[src/rtl/core/edc_pkg.sv]
// ----------------------------------------------------------------------------
// edc_pkg - shared definitions for the edit distance engine
// Command codes, field widths, default word capacity and cell control type.
// ----------------------------------------------------------------------------
`default_nettype none

package edc_pkg;

  // default capacity of each word store, in characters
  localparam int unsigned MAX_LEN_DEF = 64;

  localparam int unsigned CHAR_W = 8;
  localparam int unsigned CMD_W  = 2;
  localparam int unsigned DIST_W = 7;

  localparam logic [CMD_W-1:0] CMD_LOAD_FIRST  = 2'd0;
  localparam logic [CMD_W-1:0] CMD_LOAD_SECOND = 2'd1;
  localparam logic [CMD_W-1:0] CMD_COMPUTE     = 2'd2;

  // per-cell control handed to the min unit
  typedef struct packed {
    logic mismatch;   // characters differ, substitution costs one
    logic trans_ok;   // adjacent swap candidate is legal for this cell
  } edc_cell_ctl_t;

endpackage

`default_nettype wire

[src/rtl/core/edc_cell.sv]
// ----------------------------------------------------------------------------
// edc_cell - edit distance cell unit
// Min over delete, insert, substitute and optional swap for one table cell.
// ----------------------------------------------------------------------------
`default_nettype none

module edc_cell #(
  parameter int unsigned VW = 7
) (
  input  edc_pkg::edc_cell_ctl_t ctl,
  input  logic [VW-1:0]          up,     // previous row, same column
  input  logic [VW-1:0]          diag,   // previous row, column - 1
  input  logic [VW-1:0]          left,   // current row, column - 1
  input  logic [VW-1:0]          diag2,  // row - 2, column - 2
  output logic [VW-1:0]          cost
);

  logic [VW:0] one_c;
  logic [VW:0] del_c;
  logic [VW:0] ins_c;
  logic [VW:0] sub_c;
  logic [VW:0] swp_c;
  logic [VW:0] min_a;
  logic [VW:0] min_b;
  logic [VW:0] min_c;

  assign one_c = {{VW{1'b0}}, 1'b1};
  assign del_c = {1'b0, up} + one_c;
  assign ins_c = {1'b0, left} + one_c;
  assign sub_c = {1'b0, diag} + {{VW{1'b0}}, ctl.mismatch};
  assign swp_c = {1'b0, diag2} + one_c;

  assign min_a = (del_c < ins_c) ? del_c : ins_c;
  assign min_b = (sub_c < min_a) ? sub_c : min_a;
  assign min_c = (ctl.trans_ok && (swp_c < min_b)) ? swp_c : min_b;

  // result never exceeds the longer word, so the top bit is always clear
  assign cost = min_c[VW-1:0];

endmodule

`default_nettype wire

[src/rtl/core/edit_distance_engine.sv]
// ----------------------------------------------------------------------------
// edit_distance_engine - Levenshtein / optimal string alignment distance
// Loads two byte words one character per handshake, then walks the DP table one
// cell per cycle through a single shared min unit and returns the distance.
// ----------------------------------------------------------------------------
// Load words (first/second): accepted while idle, and the input stays ready.
// Compute word: ST_INIT writes row zero, ST_ROW walks the table rows, ST_DONE
//   fills the output register; one cell per cycle through the shared min unit.
// Input is not ready while a compute runs; a result may wait in the output
//   register while new characters load.
// Reset (rst_n low, synchronous) clears lengths, overflow, mode and control;
//   the word and row stores are not cleared.
// ----------------------------------------------------------------------------
`default_nettype none

module edit_distance_engine #(
  parameter int unsigned MAX_LEN = edc_pkg::MAX_LEN_DEF
) (
  input  wire logic        clk,
  input  wire logic        rst_n,

  input  wire logic        in_tvalid,
  output logic             in_tready,
  input  wire logic [7:0]  in_tdata,   // [7:0] char_value
  input  wire logic [1:0]  in_tuser,   // [1:0] cmd

  output logic             out_tvalid,
  input  wire logic        out_tready,
  output logic [7:0]       out_tdata,  // [6:0] distance, [7] zero
  output logic [0:0]       out_tuser,  // [0] overflow

  input  wire logic        cfg_valid,
  output logic             cfg_ready,
  input  wire logic [0:0]  cfg_data    // [0] transposition_mode
);

  // value/length width, issue counter width, word store address width
  localparam int unsigned CW   = $clog2(MAX_LEN + 1);
  localparam int unsigned KW   = $clog2(MAX_LEN + 2);
  localparam int unsigned AW   = (MAX_LEN > 1) ? $clog2(MAX_LEN) : 1;
  localparam int unsigned ROWS = MAX_LEN + 1;
  localparam int unsigned DW   = edc_pkg::DIST_W;

  // sequencer states
  localparam logic [1:0] ST_IDLE = 2'd0;
  localparam logic [1:0] ST_INIT = 2'd1;  // write row zero: prev[k] = k
  localparam logic [1:0] ST_ROW  = 2'd2;  // one table row, one cell a cycle
  localparam logic [1:0] ST_DONE = 2'd3;  // hand result to output register

  // --------------------------------------------------------------------------
  // control registers
  // --------------------------------------------------------------------------
  logic [1:0]    st_r,      st_nxt;
  logic [KW-1:0] k_r,       k_nxt;       // issue column
  logic          arr_v_r,   arr_v_nxt;   // read data for arr_k_r is present
  logic [CW-1:0] arr_k_r,   arr_k_nxt;   // column whose read data is present
  logic [CW-1:0] i_r,       i_nxt;       // current row, 1..n1
  logic [1:0]    rot_r,     rot_nxt;     // which row memory holds "current"
  logic [CW-1:0] len1_r,    len1_nxt;
  logic [CW-1:0] len2_r,    len2_nxt;
  logic          ovf_r,     ovf_nxt;
  logic          mode_r,    mode_nxt;
  logic          out_vld_r, out_vld_nxt;

  // payload registers
  logic [CW-1:0]         last_r,  last_nxt;   // last cell value written
  logic [CW-1:0]         left_r,  left_nxt;   // cur[k-1]
  logic [CW-1:0]         pm1_r,   pm1_nxt;    // prev[k-1]
  logic [CW-1:0]         bp1_r,   bp1_nxt;    // bprev[k-1]
  logic [CW-1:0]         bp2_r,   bp2_nxt;    // bprev[k-2]
  logic [7:0]            bprv_r,  bprv_nxt;   // second[k-2]
  logic [7:0]            aprv_r,  aprv_nxt;   // first[i-2]
  logic [DW-1:0]         odist_r, odist_nxt;
  logic                  oovf_r,  oovf_nxt;

  // --------------------------------------------------------------------------
  // stores
  // --------------------------------------------------------------------------
  logic [7:0]    first_mem  [MAX_LEN];
  logic [7:0]    second_mem [MAX_LEN];
  logic [7:0]    first_rd;
  logic [7:0]    second_rd;
  logic [AW-1:0] first_ra;
  logic [AW-1:0] second_ra;
  logic          first_we;
  logic          second_we;

  logic [CW-1:0] row_rd [3];
  logic          row_we;
  logic [1:0]    row_wrole;
  logic [CW-1:0] row_wa;
  logic [CW-1:0] row_wd;
  logic [CW-1:0] row_ra;

  logic [1:0]    prev_role;
  logic [1:0]    bprev_role;
  logic [CW-1:0] prev_q;
  logic [CW-1:0] bprev_q;

  logic [KW-1:0] k_m1;
  logic [CW-1:0] i_m1;

  logic                  in_acc;
  logic [1:0]            cmd;
  logic [7:0]            char_in;
  logic                  issue;
  logic                  row_end;
  logic                  out_free;
  edc_pkg::edc_cell_ctl_t cell_ctl;
  logic [CW-1:0]         cell_cost;
  logic [CW+DW-1:0]      dist_ext;

  assign cmd     = in_tuser;
  assign char_in = in_tdata;
  assign in_tready = (st_r == ST_IDLE);
  assign in_acc    = in_tvalid && in_tready;
  assign cfg_ready = 1'b1;
  assign out_free  = !out_vld_r || out_tready;

  assign k_m1      = k_r - {{(KW-1){1'b0}}, 1'b1};
  assign i_m1      = i_r - {{(CW-1){1'b0}}, 1'b1};
  assign first_ra  = i_m1[AW-1:0];
  assign second_ra = k_m1[AW-1:0];
  assign row_ra    = k_r[CW-1:0];

  assign first_we  = in_acc && (cmd == edc_pkg::CMD_LOAD_FIRST)
                     && (len1_r < CW'(MAX_LEN));
  assign second_we = in_acc && (cmd == edc_pkg::CMD_LOAD_SECOND)
                     && (len2_r < CW'(MAX_LEN));

  always_ff @(posedge clk) begin
    if (first_we) begin
      first_mem[len1_r[AW-1:0]] <= char_in;
    end
    if (second_we) begin
      second_mem[len2_r[AW-1:0]] <= char_in;
    end
    first_rd  <= first_mem[first_ra];
    second_rd <= second_mem[second_ra];
  end

  // three rotating row memories: current, previous, before previous
  for (genvar m = 0; m < 3; m++) begin : g_row
    logic [CW-1:0] mem [ROWS];
    always_ff @(posedge clk) begin
      if (row_we && (row_wrole == 2'(m))) begin
        mem[row_wa] <= row_wd;
      end
      row_rd[m] <= mem[row_ra];
    end
  end

  always_comb begin
    case (rot_r)
      2'd0: begin
        prev_role  = 2'd1;
        bprev_role = 2'd2;
      end
      2'd1: begin
        prev_role  = 2'd2;
        bprev_role = 2'd0;
      end
      default: begin
        prev_role  = 2'd0;
        bprev_role = 2'd1;
      end
    endcase
  end

  assign prev_q  = row_rd[prev_role];
  assign bprev_q = row_rd[bprev_role];

  // --------------------------------------------------------------------------
  // shared cell unit
  // --------------------------------------------------------------------------
  assign cell_ctl.mismatch = (first_rd != second_rd);
  assign cell_ctl.trans_ok = mode_r && (i_r > CW'(1)) && (arr_k_r > CW'(1))
                             && (first_rd == bprv_r) && (aprv_r == second_rd);

  edc_cell #(
    .VW (CW)
  ) u_cell (
    .ctl   (cell_ctl),
    .up    (prev_q),
    .diag  (pm1_r),
    .left  (left_r),
    .diag2 (bp2_r),
    .cost  (cell_cost)
  );

  assign issue   = (st_r == ST_ROW) && (k_r <= KW'(len2_r));
  assign row_end = (st_r == ST_ROW) && arr_v_r && (arr_k_r == len2_r);

  // --------------------------------------------------------------------------
  // sequencer
  // --------------------------------------------------------------------------
  always_comb begin
    st_nxt      = st_r;
    k_nxt       = k_r;
    arr_v_nxt   = 1'b0;
    arr_k_nxt   = arr_k_r;
    i_nxt       = i_r;
    rot_nxt     = rot_r;
    len1_nxt    = len1_r;
    len2_nxt    = len2_r;
    ovf_nxt     = ovf_r;
    mode_nxt    = mode_r;
    out_vld_nxt = out_vld_r && !out_tready;
    last_nxt    = last_r;
    left_nxt    = left_r;
    pm1_nxt     = pm1_r;
    bp1_nxt     = bp1_r;
    bp2_nxt     = bp2_r;
    bprv_nxt    = bprv_r;
    aprv_nxt    = aprv_r;
    odist_nxt   = odist_r;
    oovf_nxt    = oovf_r;
    row_we      = 1'b0;
    row_wrole   = rot_r;
    row_wa      = arr_k_r;
    row_wd      = cell_cost;
    dist_ext    = {{DW{1'b0}}, last_r};

    if (cfg_valid) begin
      mode_nxt = cfg_data[0];
    end

    case (st_r)
      ST_IDLE: begin
        if (in_acc) begin
          case (cmd)
            edc_pkg::CMD_LOAD_FIRST: begin
              if (first_we) begin
                len1_nxt = len1_r + CW'(1);
              end else begin
                ovf_nxt = 1'b1;
              end
            end
            edc_pkg::CMD_LOAD_SECOND: begin
              if (second_we) begin
                len2_nxt = len2_r + CW'(1);
              end else begin
                ovf_nxt = 1'b1;
              end
            end
            edc_pkg::CMD_COMPUTE: begin
              st_nxt = ST_INIT;
              k_nxt  = '0;
            end
            default: begin
            end
          endcase
        end
      end

      ST_INIT: begin
        row_we    = 1'b1;
        row_wrole = prev_role;
        row_wa    = k_r[CW-1:0];
        row_wd    = k_r[CW-1:0];
        last_nxt  = k_r[CW-1:0];
        if (k_r == KW'(len2_r)) begin
          k_nxt = '0;
          i_nxt = CW'(1);
          if (len1_r == '0) begin
            st_nxt = ST_DONE;
          end else begin
            st_nxt = ST_ROW;
          end
        end else begin
          k_nxt = k_r + KW'(1);
        end
      end

      ST_ROW: begin
        if (issue) begin
          k_nxt     = k_r + KW'(1);
          arr_v_nxt = 1'b1;
          arr_k_nxt = k_r[CW-1:0];
        end
        // column zero of the current row holds the row number
        if (k_r == '0) begin
          row_we   = 1'b1;
          row_wa   = '0;
          row_wd   = i_r;
          last_nxt = i_r;
          left_nxt = i_r;
        end
        if (arr_v_r) begin
          pm1_nxt  = prev_q;
          bp2_nxt  = bp1_r;
          bp1_nxt  = bprev_q;
          bprv_nxt = second_rd;
          if (arr_k_r != '0) begin
            row_we   = 1'b1;
            row_wa   = arr_k_r;
            row_wd   = cell_cost;
            last_nxt = cell_cost;
            left_nxt = cell_cost;
          end
        end
        if (row_end) begin
          // current becomes previous, previous becomes before previous
          rot_nxt   = (rot_r == 2'd0) ? 2'd2 : (rot_r - 2'd1);
          aprv_nxt  = first_rd;
          k_nxt     = '0;
          arr_v_nxt = 1'b0;
          if (i_r == len1_r) begin
            st_nxt = ST_DONE;
          end else begin
            i_nxt = i_r + CW'(1);
          end
        end
      end

      ST_DONE: begin
        if (out_free) begin
          out_vld_nxt = 1'b1;
          odist_nxt   = dist_ext[DW-1:0];
          oovf_nxt    = ovf_r;
          len1_nxt    = '0;
          len2_nxt    = '0;
          ovf_nxt     = 1'b0;
          st_nxt      = ST_IDLE;
        end
      end

      default: begin
        st_nxt = ST_IDLE;
      end
    endcase
  end

  always_ff @(posedge clk) begin
    if (!rst_n) begin
      st_r      <= ST_IDLE;
      k_r       <= '0;
      arr_v_r   <= 1'b0;
      arr_k_r   <= '0;
      i_r       <= '0;
      rot_r     <= 2'd0;
      len1_r    <= '0;
      len2_r    <= '0;
      ovf_r     <= 1'b0;
      mode_r    <= 1'b0;
      out_vld_r <= 1'b0;
    end else begin
      st_r      <= st_nxt;
      k_r       <= k_nxt;
      arr_v_r   <= arr_v_nxt;
      arr_k_r   <= arr_k_nxt;
      i_r       <= i_nxt;
      rot_r     <= rot_nxt;
      len1_r    <= len1_nxt;
      len2_r    <= len2_nxt;
      ovf_r     <= ovf_nxt;
      mode_r    <= mode_nxt;
      out_vld_r <= out_vld_nxt;
    end
  end

  always_ff @(posedge clk) begin
    last_r  <= last_nxt;
    left_r  <= left_nxt;
    pm1_r   <= pm1_nxt;
    bp1_r   <= bp1_nxt;
    bp2_r   <= bp2_nxt;
    bprv_r  <= bprv_nxt;
    aprv_r  <= aprv_nxt;
    odist_r <= odist_nxt;
    oovf_r  <= oovf_nxt;
  end

  assign out_tvalid = out_vld_r;
  assign out_tdata  = {{(8-DW){1'b0}}, odist_r};
  assign out_tuser  = oovf_r;

`ifndef SYNTHESIS
  // a compute word takes the engine busy on the next cycle
  a_busy_after_compute: assert property (@(posedge clk) disable iff (!rst_n)
    (in_acc && (cmd == edc_pkg::CMD_COMPUTE)) |=> !in_tready)
    else $error("engine still ready after compute word");

  // read pipeline never runs past the second word
  a_arrival_in_range: assert property (@(posedge clk) disable iff (!rst_n)
    arr_v_r |-> (arr_k_r <= len2_r))
    else $error("cell column beyond second word length");

  // word lengths stay within capacity
  a_len_cap: assert property (@(posedge clk) disable iff (!rst_n)
    (len1_r <= CW'(MAX_LEN)) && (len2_r <= CW'(MAX_LEN)))
    else $error("word length beyond capacity");

  // distance is bounded by the longer word
  a_dist_bound: assert property (@(posedge clk) disable iff (!rst_n)
    (st_r == ST_DONE) |-> ((last_r <= len1_r) || (last_r <= len2_r)))
    else $error("distance exceeds both word lengths");
`endif

endmodule

`default_nettype wire
[config.mk]
export PLATFORM = sky130hd
export DESIGN_NAME = edit_distance_engine
export DESIGN_NICKNAME = d
export VERILOG_FILES = /design/src/rtl/core/edc_pkg.sv /design/src/rtl/core/edc_cell.sv /design/src/rtl/core/edit_distance_engine.sv
export SDC_FILE = /design/constraint.sdc
export NUM_CORES = 2
export LEC_CHECK = 0
export BUFFER_PORTS_ARGS = -buffer_cell sky130_fd_sc_hd__buf_2
export CAP_MARGIN = 20
export CORE_MARGIN = 2
export CORE_UTILIZATION = 60
export CTS_CLUSTER_SIZE = 14
export DETAILED_ROUTE_END_ITERATION = 8
export GPL_TIMING_DRIVEN = 0
export PLACE_DENSITY_LB_ADDON = 0.25
export SLEW_MARGIN = 20
export SYNTH_ARGS = -nofsm -noshare
export SYNTH_HDL_FRONTEND = slang
export SYNTH_SLANG_ARGS = --single-unit
export TNS_END_PERCENT = 5
[constraint.sdc]
create_clock -name clk -period 21.4 [get_ports clk]
set_input_delay 4.28 -clock clk [delete_from_list [all_inputs] [get_ports clk]]
set_output_delay 4.28 -clock clk [all_outputs]
set_load 0.1 [all_outputs]
==> impl_metrics.tcl <==
set metrics [dict create \
    crit_arrival_ps 10430 \
    clkPwrFrac 0.288 \
    synth.avg_cell_area_um2 21.5 \
    rows 149 \
    critPathBufInv 8 \
    grt_max_degree 101 \
    cts_buffer_depth 3 \
    drtPass1Iterations 6 \
    drc 0 \
    final_cell_mix "edfxtp_1 (2448), mux4_2 (777), nor2_1 (286)" \
    synth_seq_cells 2535 \
    place_congestion 0.900 \
    whs_endpoint "bp2_r[4]" \
    wirelength_um 255000 \
    worstSetupPathDepth 35 \
    finalSetupViolCount 0 \
    path_clk_slew_ps 70 \
    grt_usage 0.304 \
    clock_skew_ps 73.0 \
    clock_latency_ps 890 \
    detail_route.wl_per_cell_um 34.5 \
    hold_violations 0 \
    tightestPinTransition_ps 1340 \
    pwr-share-comb 0.272 \
    slew-limit-headroom 0.109 \
    final_common_cell "edfxtp_1" \
    syn_inst 4660 \
    hold_class "flop to flop" \
    area_growth_pct 12.5 \
    drive_gt1_frac 0.273 \
    r2r_cells 35 \
    ys_seq_area_frac 0.751 \
    synthFlopType "edfxtp_1" \
    total_power_uw 14500 \
    synth.area.mux_share 0.180 \
    rr_endpoint "g_row[1].mem[45][6]" \
    p_leak_uw 0.0340 \
    max_freq_mhz 102 \
    p_int_uw 10200 \
    postCtsHoldBufs 0 \
    grt_pass1_wl_um 363000 \
    drt_iter0_drc 7212 \
    synth_top_family_by_area "multiplexers" \
    initial_core_util 0.606 \
    grt_setup_unrepaired "false" \
    cts_max_level 4 \
    cts.repair.resized 0 \
    ioPinCount 28 \
    power.switching_uw 4300 \
    synth_compound_area_frac 0.0123 \
    dieArea_um2 170000 \
    place_area_um2 105000 \
    cp_max_fo 35 \
    status "completed" \
    async_reset_ff_frac 0 \
    die_y_um 413 \
    fin_area_um2 113000 \
    worstSetupStartpoint "rot_r[1]" \
    slew_violations 0 \
    postRouteAntennaNets 0 \
    synth_fa_ha_area_frac 0.00596 \
    coreArea_um2 165000 \
    portBuffers 25 \
    hpwl_um 168000 \
    critical_path_class "flop to flop" \
    ff2ff_setup_slack_ps 11580 \
    cts_made_buffers 238 \
    synth.distinct_cells 85 \
    synthSimpleGateAreaFrac 0.0318 \
    max_stage_delay_ps 620 \
    grt_pass1_vias 50100 \
    sw_frac_of_total 0.297 \
    critPathCaptureType "flop" \
    min_from "bp1_r[4]" \
    p_per_area_nw_per_um2 129 \
    synth-edff-count 2448 \
    peakVddDrop_mv 0.113 \
    cts_setup_buffers 0 \
    die_w_um 413 \
    r2r-start "rot_r[1]" \
    route.vias.total 50700 \
    cts_root_buffer "clkbuf_16" \
    min_period_ps 9820 \
    min_path_cells 0 \
    worstSetupStartpointType "flop" \
    layout.nets 5050 \
    synth_xor_xnor_area_share 0.00708 \
    netlist_area_um2 100000 \
    hold_ws_ps 423 \
    synth_warnings 0 \
    seq_power_share 0.439 \
    cts.sinks 2535 \
    crit_family "compound AO/OA/AOI/OAI gates" \
    maxCapViolations 0 \
    cp_common_cell "ha_1" \
    critPathSlowestCell "mux2i_1" \
    layoutNonFillerInstCount 7391 \
    dp_cells 6933 \
    worst_slack_ps 11580 \
    syn-num-nets 4722 \
    via_per_inst 6.86 \
    place_ws_ps 11760 \
    cts_tree "built" \
    grt_overflow 0 \
    worstPathRequired_ps 22010 \
    period_share 0.459 \
    antenna_found_initial 13 \
]
[sequential cells by signal, indices dropped and copies added (netlist names), 8 cells and up, named ones only]
| signal | cells |
|---|---|
| first_mem | 512 |
| second_mem | 512 |
| second_rd | 8 |
| first_rd | 8 |
| g_row.mem | 1365 |
| aprv_r | 8 |
| row_rd | 21 |
| bprv_r | 8 |
[layout make-up]
cell class	count	area [um^2]
tap	2189	2740
clock buffer	305	6340
sequential	2535	75300
clock inverter	146	1380
inverter	46	173
antenna	3	7.51
buffer	253	1070
fill	9875	52600
multi-input combinational	1826	24200
timing repair buffer	88	1580
[Yosys cell counts, drive strengths merged, types with 20 or more instances]
library cell / n / share of area
edfxtp: 2448 / 0.73
ha: 46 / 0.0057
xnor2: 37 / 0.0032
buf: 92 / 0.0043
mux2i: 24 / 0.0024
nor3: 114 / 0.0059
nand2: 106 / 0.0042
clkbuf: 161 / 0.0060
a21oi: 56 / 0.0028
xor2: 44 / 0.0038
inv: 43 / 0.0016
nand3: 70 / 0.0036
mux4: 777 / 0.17
nor2: 287 / 0.011
o21ai: 52 / 0.0027
nand4: 20 / 0.0012
mux2: 25 / 0.0028
dfxtp: 87 / 0.017
[worst reg2reg max path, delay by kind of cell (launching register included)]
kind            cells  cell delay [ps]
xor+xnor            1              210
mux                 2              770
compound gates     12             3360
buf+inv             8             1590
fa+ha+maj           5             1320
simple gates        7             1950
flops               1              350
[power groups by stage]
stage | registers [uW] | logic, uW | clock network (uW)
after global placement | 7180 | 3270 | 0
final | 6370 | 3940 | 4180
after floorplan | 6800 | 2050 | 0
after CTS | 6370 | 3910 | 4200
after global routing | 6370 | 4090 | 4390
after detailed placement | 6470 | 3880 | 0
[metrics by stage]
step | setup TNS (ps) | util
finish | 0 | 0.682
global route | 0 | 0.682
CTS | 0 | 0.680
detailed placement | 0 | 0.634
global placement | -2777080 | 0.623
floorplan | 0 | -
[per-layer routing]
layer / vias to the layer above / wire length, um / GRT usage
li1: 20200 / - / -
met1: 26500 / 91100 / 0.411
met2: 3414 / 125000 / 0.487
met3: 642 / 26600 / 0.0620
met4: 12 / 12900 / 0.134
met5: - / 87 / 0
[logic make-up (layout without fill, tap and decap cells)]
kind of cell | count (synthesis) | after routing
AO/OA/AOI/OAI | 187 | 187
XOR/XNOR | 81 | 81
adder cells (fa/ha/maj) | 48 | 48
buffers and inverters | 299 | 838
flip-flops | 2535 | 2535
multiplexers | 826 | 826
other | 2 | 5
AND/OR/NAND/NOR | 682 | 682
[how the worst max path moves through the flow]
stage	end
2_1_floorplan	g_row[0].mem[0][5]
3_3_place_gp	g_row[1].mem[50][3]
3_5_place_dp	g_row[1].mem[44][6]
4_1_cts	g_row[2].mem[46][6]
5_1_grt	g_row[0].mem[41][6]
6_report	g_row[1].mem[45][6]
(Power assumes the default switching activity.)
